==> src/rtl/raf_pkg.sv <==
//------------------------------------------------------------------------------
// Running average filter package
// Shared widths, constants, handshake structs and a helper function.
//------------------------------------------------------------------------------
`default_nettype none

package raf_pkg;

	localparam int MAX_WINDOW   = 32;
	localparam int SAMPLE_BITS  = 16;
	localparam int AVG_BITS     = 16;
	localparam int WINDOW_BITS  = 6;
	localparam int SUM_BITS     = 22;
	localparam int SLOT_BITS    = $clog2(MAX_WINDOW);
	localparam int COUNT_BITS   = $clog2(MAX_WINDOW + 1);
	localparam int REM_BITS     = COUNT_BITS + 1;
	localparam int DIV_STEPS    = SUM_BITS;
	localparam int STEP_BITS    = $clog2(DIV_STEPS);

	localparam logic [WINDOW_BITS-1:0] WINDOW_RESET = WINDOW_BITS'(20);

	// Request to the divider: magnitude of the sum, fill count, sign.
	typedef struct packed {
		logic                   start;
		logic                   neg;
		logic [SUM_BITS-1:0]    magnitude;
		logic [COUNT_BITS-1:0]  divisor;
	} div_req_t;

	typedef struct packed {
		logic                   busy;
		logic                   done;
		logic [AVG_BITS-1:0]    quotient;
	} div_rsp_t;

	// Map the register value onto the window actually used.
	function automatic logic [COUNT_BITS-1:0] win_eff(input logic [WINDOW_BITS-1:0] w);
		logic [COUNT_BITS-1:0] r;
		if (w == '0) begin
			r = COUNT_BITS'(1);
		end else if (int'(w) > MAX_WINDOW) begin
			r = COUNT_BITS'(MAX_WINDOW);
		end else begin
			r = COUNT_BITS'(w);
		end
		return r;
	endfunction

endpackage

`default_nettype wire

==> src/rtl/raf_if.sv <==
//------------------------------------------------------------------------------
// Running average filter channel interfaces
// Valid/ready channels for samples, averages and the window register write.
//------------------------------------------------------------------------------
`default_nettype none

interface raf_sample_if;
	logic                                     valid;
	logic                                     ready;
	logic signed [raf_pkg::SAMPLE_BITS-1:0]   sample;

	modport source (output valid, output sample, input ready);
	modport sink (input valid, input sample, output ready);
endinterface

interface raf_average_if;
	logic                                     valid;
	logic                                     ready;
	logic signed [raf_pkg::AVG_BITS-1:0]      average;

	modport source (output valid, output average, input ready);
	modport sink (input valid, input average, output ready);
endinterface

interface raf_cfg_if;
	logic                                     valid;
	logic                                     ready;
	logic [raf_pkg::WINDOW_BITS-1:0]          window_size;

	modport source (output valid, output window_size, input ready);
	modport sink (input valid, input window_size, output ready);
endinterface

`default_nettype wire

==> src/rtl/running_average_filter.sv <==
//------------------------------------------------------------------------------
// Running average filter
// Moving average over the most recent window_size samples.
//------------------------------------------------------------------------------
// Each sample transaction is folded into a ring of up to 32 samples and a
// running sum, and one average transaction comes out per sample: the sum over
// the samples held so far divided by how many are held (up to the window),
// truncated toward zero. The ring is read at acceptance; then sum and ring are
// updated, the divide is launched, the bit-serial divider works one quotient
// bit per cycle over the 22-bit sum, its finish is seen, and the output
// register is loaded. The next sample is accepted in the cycle after the
// average is loaded, even while that average still waits downstream, so a
// new sample is not taken until the previous average is in the output
// register. A window_size write (0 acts as 1, above 32 acts as 32) empties
// the filter at once; there is no clearing pass, since ring entries not yet
// written since the last clear are treated as zero.
//------------------------------------------------------------------------------
`default_nettype none

module running_average_filter (
	input  wire logic       clk,
	input  wire logic       arst_n,
	raf_sample_if.sink      smp,
	raf_average_if.source   avg,
	raf_cfg_if.sink         cfg
);

	typedef enum logic [4:0] {
		S_IDLE  = 5'b00001,
		S_UPD   = 5'b00010,
		S_START = 5'b00100,
		S_WAIT  = 5'b01000,
		S_OUT   = 5'b10000
	} state_t;

	state_t                                  state_q;
	logic [raf_pkg::WINDOW_BITS-1:0]         window_q;
	logic signed [raf_pkg::SUM_BITS-1:0]     sum_q;
	logic [raf_pkg::SLOT_BITS-1:0]           slot_q;
	logic [raf_pkg::COUNT_BITS-1:0]          count_q;
	logic signed [raf_pkg::SAMPLE_BITS-1:0]  sample_q;
	logic signed [raf_pkg::SAMPLE_BITS-1:0]  rd_q;
	logic signed [raf_pkg::AVG_BITS-1:0]     avg_q;
	logic                                    out_valid_q;

	// Sample ring, written in the update cycle, read at acceptance
	logic [raf_pkg::SAMPLE_BITS-1:0]         ring_mem [raf_pkg::MAX_WINDOW];

	logic [raf_pkg::COUNT_BITS-1:0]          win;
	logic [raf_pkg::SLOT_BITS-1:0]           slot_use;
	logic [raf_pkg::COUNT_BITS-1:0]          slot_inc;
	logic [raf_pkg::SLOT_BITS-1:0]           slot_next;
	logic                                    filling;
	logic signed [raf_pkg::SAMPLE_BITS-1:0]  old_val;
	logic signed [raf_pkg::SUM_BITS-1:0]     sum_next;
	logic                                    smp_take;
	logic                                    avg_take;
	logic                                    out_load;
	raf_pkg::div_req_t                       div_req;
	raf_pkg::div_rsp_t                       div_rsp;

	always_comb begin
		win = raf_pkg::win_eff(window_q);
		// Wrap a slot that lies past the window before using it
		slot_use  = (raf_pkg::COUNT_BITS'(slot_q) >= win) ? '0 : slot_q;
		slot_inc  = raf_pkg::COUNT_BITS'(slot_use) + raf_pkg::COUNT_BITS'(1);
		slot_next = (slot_inc >= win) ? '0 : slot_inc[raf_pkg::SLOT_BITS-1:0];
		// While the ring fills, the slot being replaced was never written since
		// the last clear, so treat it as zero
		filling   = (count_q < win);
		old_val   = filling ? '0 : rd_q;
		sum_next  = sum_q - raf_pkg::SUM_BITS'(old_val)
		            + raf_pkg::SUM_BITS'(sample_q);
	end

	assign smp.ready = (state_q == S_IDLE);
	assign smp_take  = smp.valid && smp.ready;
	assign avg_take  = avg.valid && avg.ready;
	assign out_load  = (state_q == S_OUT) && (!out_valid_q || avg.ready);
	assign cfg.ready = 1'b1;

	// Launch the divide on the updated sum; the divider works on the magnitude
	always_comb begin
		div_req.start     = (state_q == S_START);
		div_req.neg       = sum_q[raf_pkg::SUM_BITS-1];
		div_req.magnitude = sum_q[raf_pkg::SUM_BITS-1] ? raf_pkg::SUM_BITS'(-sum_q)
		                                                : raf_pkg::SUM_BITS'(sum_q);
		div_req.divisor   = count_q;
	end

	raf_div u_div (
		.clk    (clk),
		.arst_n (arst_n),
		.req    (div_req),
		.rsp    (div_rsp)
	);

	// Sequencer and filter state
	always_ff @(posedge clk or negedge arst_n) begin
		if (!arst_n) begin
			state_q  <= S_IDLE;
			window_q <= raf_pkg::WINDOW_RESET;
			sum_q    <= '0;
			slot_q   <= '0;
			count_q  <= '0;
		end else begin
			unique case (state_q)
				S_IDLE: begin
					if (smp_take) begin
						state_q <= S_UPD;
					end
				end
				S_UPD: begin
					// Drop the oldest sample, add the new one, advance the slot
					sum_q   <= sum_next;
					slot_q  <= slot_next;
					if (filling) begin
						count_q <= count_q + raf_pkg::COUNT_BITS'(1);
					end
					state_q <= S_START;
				end
				S_START: begin
					state_q <= S_WAIT;
				end
				S_WAIT: begin
					if (div_rsp.done) begin
						state_q <= S_OUT;
					end
				end
				S_OUT: begin
					// Hold until the output register is free
					if (out_load) begin
						state_q <= S_IDLE;
					end
				end
				default: begin
					state_q <= S_IDLE;
				end
			endcase
			// A window write empties the filter
			if (cfg.valid && cfg.ready) begin
				window_q <= cfg.window_size;
				sum_q    <= '0;
				slot_q   <= '0;
				count_q  <= '0;
			end
		end
	end

	// Capture the sample and read the slot it replaces
	always_ff @(posedge clk) begin
		if (smp_take) begin
			sample_q <= smp.sample;
			rd_q     <= ring_mem[slot_use];
		end
		if (state_q == S_UPD) begin
			ring_mem[slot_use] <= sample_q;
		end
	end

	// Output register: parts the sequencer from the downstream ready
	always_ff @(posedge clk or negedge arst_n) begin
		if (!arst_n) begin
			out_valid_q <= 1'b0;
		end else if (out_load) begin
			out_valid_q <= 1'b1;
		end else if (avg_take) begin
			out_valid_q <= 1'b0;
		end
	end

	always_ff @(posedge clk) begin
		if (out_load) begin
			avg_q <= div_rsp.quotient;
		end
	end

	assign avg.valid   = out_valid_q;
	assign avg.average = avg_q;

	// The divider is never busy while a new sample can be taken
	a_idle_div: assert property (@(posedge clk) disable iff (!arst_n)
		smp.ready |-> !div_rsp.busy)
		else $error("sample accepted while divider busy");

	// The fill count never passes the active window
	a_count_win: assert property (@(posedge clk) disable iff (!arst_n)
		count_q <= win)
		else $error("fill count beyond window");

	// A quotient only completes while the sequencer waits for it
	a_done_wait: assert property (@(posedge clk) disable iff (!arst_n)
		div_rsp.done |-> (state_q == S_WAIT))
		else $error("divider finished outside wait state");

	// The output register is loaded only when it is free or being drained
	a_no_overwrite: assert property (@(posedge clk) disable iff (!arst_n)
		(out_valid_q && !avg.ready && state_q == S_OUT) |=> (state_q == S_OUT))
		else $error("pending average overwritten");

endmodule

`default_nettype wire

==> src/rtl/raf_div.sv <==
//------------------------------------------------------------------------------
// Running average filter divider
// Bit-serial restoring divider, one quotient bit per cycle, signed result.
//------------------------------------------------------------------------------
`default_nettype none

module raf_div (
	input  wire logic               clk,
	input  wire logic               arst_n,
	input  wire raf_pkg::div_req_t  req,
	output raf_pkg::div_rsp_t       rsp
);

	logic [raf_pkg::SUM_BITS-1:0]   work_q;
	logic [raf_pkg::COUNT_BITS-1:0] rem_q;
	logic [raf_pkg::COUNT_BITS-1:0] div_q;
	logic [raf_pkg::STEP_BITS-1:0]  cnt_q;
	logic                           neg_q;
	logic                           busy_q;
	logic                           done_q;

	logic [raf_pkg::REM_BITS-1:0]   rem_shift;
	logic [raf_pkg::REM_BITS-1:0]   div_ext;
	logic                           ge;
	logic [raf_pkg::REM_BITS-1:0]   rem_next;
	logic [raf_pkg::SUM_BITS-1:0]   quot_signed;

	always_comb begin
		rem_shift   = {rem_q, work_q[raf_pkg::SUM_BITS-1]};
		div_ext     = {1'b0, div_q};
		ge          = (rem_shift >= div_ext);
		rem_next    = ge ? (rem_shift - div_ext) : rem_shift;
		quot_signed = neg_q ? (~work_q + raf_pkg::SUM_BITS'(1)) : work_q;
	end

	// Control state
	always_ff @(posedge clk or negedge arst_n) begin
		if (!arst_n) begin
			busy_q <= 1'b0;
			done_q <= 1'b0;
			cnt_q  <= '0;
		end else if (req.start) begin
			busy_q <= 1'b1;
			done_q <= 1'b0;
			cnt_q  <= '0;
		end else if (busy_q) begin
			cnt_q <= cnt_q + raf_pkg::STEP_BITS'(1);
			if (cnt_q == raf_pkg::STEP_BITS'(raf_pkg::DIV_STEPS - 1)) begin
				busy_q <= 1'b0;
				done_q <= 1'b1;
			end
		end else begin
			done_q <= 1'b0;
		end
	end

	// Datapath: shift the dividend out, shift quotient bits in
	always_ff @(posedge clk) begin
		if (req.start) begin
			work_q <= req.magnitude;
			rem_q  <= '0;
			div_q  <= req.divisor;
			neg_q  <= req.neg;
		end else if (busy_q) begin
			work_q <= {work_q[raf_pkg::SUM_BITS-2:0], ge};
			// The remainder stays below the divisor, so it fits the count width
			rem_q  <= rem_next[raf_pkg::COUNT_BITS-1:0];
		end
	end

	assign rsp.busy     = busy_q;
	assign rsp.done     = done_q;
	assign rsp.quotient = quot_signed[raf_pkg::AVG_BITS-1:0];

endmodule

`default_nettype wire
==> src/flat_wrapper.sv <==
// flat-port wrapper written by rule: the top's interface ports become plain ports
module running_average_filter_flat 
  (clk, arst_n, smp_valid, smp_sample, smp_ready, avg_valid, avg_average, avg_ready, cfg_valid, cfg_window_size, cfg_ready);
  raf_sample_if smp_i ();
  raf_average_if avg_i ();
  raf_cfg_if cfg_i ();
  input  wire logic clk;
  input  wire logic arst_n;
  input wire logic [$bits(smp_i.valid)-1:0] smp_valid;
  input wire logic [$bits(smp_i.sample)-1:0] smp_sample;
  output wire logic [$bits(smp_i.ready)-1:0] smp_ready;
  output wire logic [$bits(avg_i.valid)-1:0] avg_valid;
  output wire logic [$bits(avg_i.average)-1:0] avg_average;
  input wire logic [$bits(avg_i.ready)-1:0] avg_ready;
  input wire logic [$bits(cfg_i.valid)-1:0] cfg_valid;
  input wire logic [$bits(cfg_i.window_size)-1:0] cfg_window_size;
  output wire logic [$bits(cfg_i.ready)-1:0] cfg_ready;
  assign smp_i.valid = smp_valid;
  assign smp_i.sample = smp_sample;
  assign smp_ready = smp_i.ready;
  assign avg_valid = avg_i.valid;
  assign avg_average = avg_i.average;
  assign avg_i.ready = avg_ready;
  assign cfg_i.valid = cfg_valid;
  assign cfg_i.window_size = cfg_window_size;
  assign cfg_ready = cfg_i.ready;
  running_average_filter u_core (.clk(clk), .arst_n(arst_n), .smp(smp_i), .avg(avg_i), .cfg(cfg_i));
endmodule
==> config.mk <==
export PLATFORM = sky130hd
export DESIGN_NAME = running_average_filter_flat
export DESIGN_NICKNAME = d
export VERILOG_FILES = /design/src/rtl/raf_pkg.sv /design/src/rtl/raf_if.sv /design/src/rtl/running_average_filter.sv /design/src/rtl/raf_div.sv /design/src/flat_wrapper.sv
export SDC_FILE = /design/constraint.sdc
export NUM_CORES = 1
export LEC_CHECK = 0
export BUFFER_PORTS_ARGS = -buffer_cell sky130_fd_sc_hd__buf_2
export CORE_ASPECT_RATIO = 0.5
export CORE_MARGIN = 5
export CORE_UTILIZATION = 34
export CTS_BUF_LIST = sky130_fd_sc_hd__clkbuf_16
export DETAILED_ROUTE_END_ITERATION = 6
export PLACE_DENSITY_LB_ADDON = 0.25
export SLEW_MARGIN = 20
export SYNTH_ARGS = -nofsm -noshare
export SYNTH_HDL_FRONTEND = slang
export SYNTH_HIERARCHICAL = 1
export SYNTH_SLANG_ARGS = --single-unit
==> constraint.sdc <==
create_clock -name clk -period 5.46 [get_ports clk]
set_input_delay 0.546 -clock clk [delete_from_list [all_inputs] [get_ports clk]]
set_output_delay 0.546 -clock clk [all_outputs]
set_load 0.03 [all_outputs]
Yosys cells after proc, flatten, opt, wreduce, memory -nomap -nowiden --
Memories as Yosys holds them, arrays and structs flattened. A register that Yosys moved wholly into a read port is not among the register bits. Index checks and enable logic that the tools add are counted.
Storage, ports and cells: output and inout port bits 19, memories 1, input port bits 27, memory bits (writable) 512, bits in registers 119, logic and storage cells 85
Operators by class: add/sub/neg operators 8, muxes and demuxes 33, magnitude comparators 5, eq/ne operators 10, bitwise operators 1, reductions and logical operators 12
Memory list:
- u_core.ring_mem | words 32, width 16, rd ports 1, clocked after Yosys merged registers in 1, write ports 1, line running_average_filter.sv:47 | logic [raf_pkg::SAMPLE_BITS-1:0] ring_mem [raf_pkg::MAX_WINDOW];
Operators with widths (count):
- 2-to-1 mux 22 bit | 5
- 2-to-1 mux 5 bit | 9
- 2-to-1 mux 6 bit | 6
- 2-to-1 mux 16 bit | 2
- case mux 5 bit (5 select lines) | 1
- adder 22 x 16 -> 22 bit | 1
- negation 22 bit | 1
- subtractor 22 x 16 -> 22 bit | 1
- adder 16 x 1 -> 16 bit (second input constant) | 1
- NOT 16 bit | 1
- == test 5 bit (second input constant) | 2
- 2-to-1 mux 1 bit | 10
- nonzero test 2 bit | 4
- >= comparator 7 x 6 -> 1 bit | 1
- adder 5 x 1 -> 6 bit (second input constant) | 1
- adder 6 x 1 -> 6 bit (second input constant) | 1
- >= comparator 5 x 6 -> 1 bit | 1
- >= comparator 6 bit | 1
- greater-than comparator 6 bit (second input constant) | 1
- logical NOT 6 bit | 1
- < comparator 6 bit | 1
- subtractor 6 bit | 1
- adder 5 x 1 -> 5 bit (second input constant) | 1
- == test 5 x 1 -> 1 bit (second input constant) | 1
- other kinds (11) | 14

Longest topological paths before layout --
depth after elaboration 10, depth in mapped cells 20, depth with buffers taken out 20

By module --
Netlist, hierarchy kept.
By module, submodules not included:
- running_average_filter | times used 1, seq. area each 17946.0 um^2, area an instance 25958.6 um^2, cells each 1768
- raf_div | times used 1, seq. area each 1166.1 um^2, area an instance 2369.8 um^2, cells each 206

Worst setup path after synthesis --
OpenSTA, ideal clock, no wires.
kind flip-flop to flip-flop, start reg u_core/window_q[5] (netlist name), end reg u_core/sum_q[19] (netlist name), slack 1.359 ns, clock period less this slack 4.101 ns, data arrival time 3.964 ns, required time 5.324 ns, cell stages (with the launch flop) 20, path buffers 1, library setup time 0.136 ns, path through dfrtp_1 > clkinv_1 > nand2_1 > ha_1 > and3_1 > o211ai_1 > a31oi_1 > clkbuf_1 > and2_1 > fa_1 > inv_1 > ha_1 > o21a_1 > o21a_1 > a21oi_1 > o21bai_1 > a41o_1 > a2111o_1 > nand3_1 > a21oi_1
On the way: longest elaborated chain between the ends 9, elaborated cells on any way between the ends 10, those cells by class add/sub: 2; order compare: 2; mux: 5; reduce/logical: 1
Ends and longest elaborated chain:
- start: declaration | line running_average_filter.sv:37 | logic [raf_pkg::WINDOW_BITS-1:0] window_q;
- start signal: assignment | line running_average_filter.sv:102 | window_q <= raf_pkg::WINDOW_RESET;
- start signal: assignment | line running_average_filter.sv:142 | window_q <= cfg.window_size;
- greater-than comparator 6 bit | line raf_pkg.sv:41 | end else if (int'(w) > MAX_WINDOW) begin
- 2-to-1 mux 6 bit | line raf_pkg.sv:41
- 2-to-1 mux 6 bit (*) | line raf_pkg.sv:39 | if (w == '0) begin
- < comparator 6 bit (*) | line running_average_filter.sv:70 | filling = (count_q < win);
- 2-to-1 mux 16 bit (*) | line running_average_filter.sv:71 | old_val = filling ? '0 : rd_q;
- subtractor 22 x 16 -> 22 bit (*) | line running_average_filter.sv:72 | sum_next = sum_q - raf_pkg::SUM_BITS'(old_val)
- adder 22 x 16 -> 22 bit (*) | line running_average_filter.sv:73 | + raf_pkg::SUM_BITS'(sample_q);
- 2-to-1 mux 22 bit (*) | line running_average_filter.sv:107 | unique case (state_q)
- 2-to-1 mux 22 bit (*) | line running_average_filter.sv:141 | if (cfg.valid && cfg.ready) begin
- end signal: assignment | line running_average_filter.sv:115 | sum_q <= sum_next;
- end: declaration | line running_average_filter.sv:38 | logic signed [raf_pkg::SUM_BITS-1:0] sum_q;
Mark *: on every way between the ends. The rest lies on a longest branch, timed or not. The select of a mux whose other input is x is not followed. A chain may end at the register's enable or synchronous reset.

Worst setup path after layout --
Same ends and word-level chain as after synthesis.

==> summary.md <==
| Metric | Value |
|---|---|
| CP Launch Type | `flop` |
| Die area | `89500 µm²` |
| Crit path time final | `4650 ps` |
| Slew headroom | `0.270` |
| Critical path type | `flop to flop` |
| Max Cap Viol | `0` |
| Final instance area | `32400 µm²` |
| Post-CTS setup buffer count | `0` |
| Final Hold Vio Count | `0` |
| Average size of a mapped cell | `14.4 µm²` |
| Static leakage | `11.1 nW` |
| Final HPWL from detailed placement | `around 48000 µm` |
| Core Region | `82100 µm²` |
| Final Slew Violations | `0` |
| Slew @ Worst Pin | `approximately 1100 ps` |
| Hold-fix buffers, CTS | `0` |
| Starting Density | `0.345` |
| IO Pins | `46` |
| Hold WC Path Type | `input pin to async pin` |
| Initial DRC count | `1974` |
| Worst hold margin | `32.3 ps` |
| Site row count | `74` |
| Vias per cell | `5.28` |
| Largest net degree at the start of global routing | `126` |
| Post-synthesis cell count | `a little under 2000` |
| CTS root buf | `clkbuf_16` |
| GP Congestion | `0.844` |
| Comb power frac | `0.218` |
| Port Buf Inserts | `44` |
| Setup_tns | `0 ps` |
| Syn-to-layout area delta | `14.4%` |
| Die X-Extent | `418 µm` |
| Worst skew pair latency | `660 ps` |
| CTS sink cnt | `647` |
| DRC | `0` |
| Gr usage total | `0.165` |
| Yosys warning total | `6` |
| Final wirelength | `75100 µm` |
| Flop pwr share | `0.450` |
| Synthesized Nets | `2076` |
| Post-DP Area | `30200 µm²` |
| Die Ht | `214 µm` |
| Avg WL per Cell | `23.2 µm` |
| Vias in the first global route | `approximately 17000` |
| Htree depth | `2` |
| CP arrival | `5140 ps` |
| P per Cell Area | `427 nW/µm²` |
| Deepest clock path buffer count | `3` |
| Gr ovfl total | `0` |
| PostCTS Resize Cnt | `0` |
| Worst path required time | `5950 ps` |
| RSZ-0062 raised after global routing | `false` |
| Worst-path fanout max | `17` |
| Total design power | `0.0138 W` |
| Antenna Nets Post-Route | `0` |
| Max Clk Rate | `0.215 GHz` |
| Internal power | `0.00976 W` |
| Drt pass-1 iters | `6` |
| Net Sw Power | `0.00406 W` |
| Worst Skew | `22.0 ps` |
| Vias | `17100` |
| Final nets | `about 2200` |
| First-pass GRT wire length | `113000 µm` |
| Cell Area, Synth | `28300 µm²` |
| Share of total power in the clock network | `0.332` |
| Final setup violating endpoints | `0` |
| Status | `completed` |
| Layout cells sized above 1 | `0.176` |
| Final core utilization | `0.394` |
| Initial antenna violation count | `2` |
| Worst VDD drop | `284 µV` |
| CTS tree | `done` |
| CP Capture Type | `flop` |
| TritonCTS buffer count | `61` |
| Final period utilization | `0.851` |
| Clk slew on worst S/H paths | `60 ps` |
| Switching fraction of total power | `0.294` |
[metrics by stage]
step | setup WS [ps] | std cells
after floorplan | 1360 | 1973
after global routing | 416 | 3234
final | 814 | 3235
after detailed placement | 847 | 3118
after CTS | 834 | 3234
after global placement | 862 | 3118
[flip-flops by register name, summed over array words and instances, names as in the netlist, 6 cells and up]
register / cells
u_core/avg.average: 16
u_core/u_div/div_q: 6
u_core/window_q: 6
u_core/u_div/work_q: 22
u_core/ring_mem: 512
u_core/count_q: 6
u_core/sample_q: 16
u_core/u_div/rem_q: 6
u_core/sum_q: 22
u_core/rd_q: 16
[routing by layer]
metal | vias to the layer above | share of wire | global-route usage
met2 | 572 | 0.45 | 0.253
met3 | 88 | 0.074 | 0.0282
met1 | 8678 | 0.46 | 0.244
li1 | 7728 | - | -
met4 | 0 | 0.019 | 0.0381
met5 | - | 0 | 0
[layout by cell type, fill, tap and decap left out, types with 17 or more instances in the layout]
cell	instances
xnor2_1	50
nand2_1	98
dfrtp_1	47
nand2b_1	19
ha_1	54
inv_1	112
nor3_1	66
clkinv_1	23
mux2_2	83
buf_2	44
fa_1	22
o221ai_1	17
clkbuf_16	61
nand3_1	19
a21oi_1	53
buf_4	93
xor2_1	17
mux2i_1	55
a211oi_1	27
o21ai_0	44
nor2_1	137
and2_1	18
nand4_1	17
edfxtp_1	589
o22ai_1	67
[cell type report]
type | count | area [µm²]
Clock inverter | 55 | 639
Tap cell | 1102 | 1380
Multi-Input combinational cell | 1115 | 8340
Timing Repair Buffer | 139 | 958
Sequential cell | 647 | 19100
Fill cell | 7602 | 49700
Inverter | 115 | 432
Clock buffer | 61 | 1530
Antenna cell | 1 | 2.50
[power by group through the flow]
stage	Combinational, W	Sequential [W]	Clock (W)
floorplan	0.00207	0.00634	0
detailed placement	0.00301	0.00632	0
finish	0.00302	0.00621	0.00459
global route	0.00334	0.00626	0.00491
global placement	0.00297	0.00632	0
CTS	0.00302	0.00622	0.00469
[critical path, cell delays in order, from the launching register on]
cell and delay [ps]:
dfrtp_1 370, clkinv_1 240, nand2_1 230, ha_1 250
and3_1 170, o211ai_1 100, a31oi_1 110, buf_4 200
and2_1 180, fa_1 480, inv_1 70, ha_1 320
a211oi_1 250, o21ai_0 190, a21oi_1 300, o21bai_1 190
a41o_1 310, a2111o_1 360, nand3_1 80, a21oi_1 70
[path summary, 6_finish.rpt]
path	start	to	slack, ps	cells past startpoint
max in group asynchronous	arst_n	u_core/slot_q[0]	4880	2
worst min register to register	u_core/u_div/rem_q[5]	u_core/u_div/rem_q[5]	470	2
worst min-delay path	arst_n	u_core/window_q[0]	30	2
worst max-delay path	u_core/window_q[5]	u_core/sum_q[19]	810	19
min in group clk	smp_sample[8]	u_core/sample_q[8]	60	1
worst max register to register	u_core/window_q[5]	u_core/sum_q[19]	810	19
No activity file was read; power rests on OpenSTA's default activity.
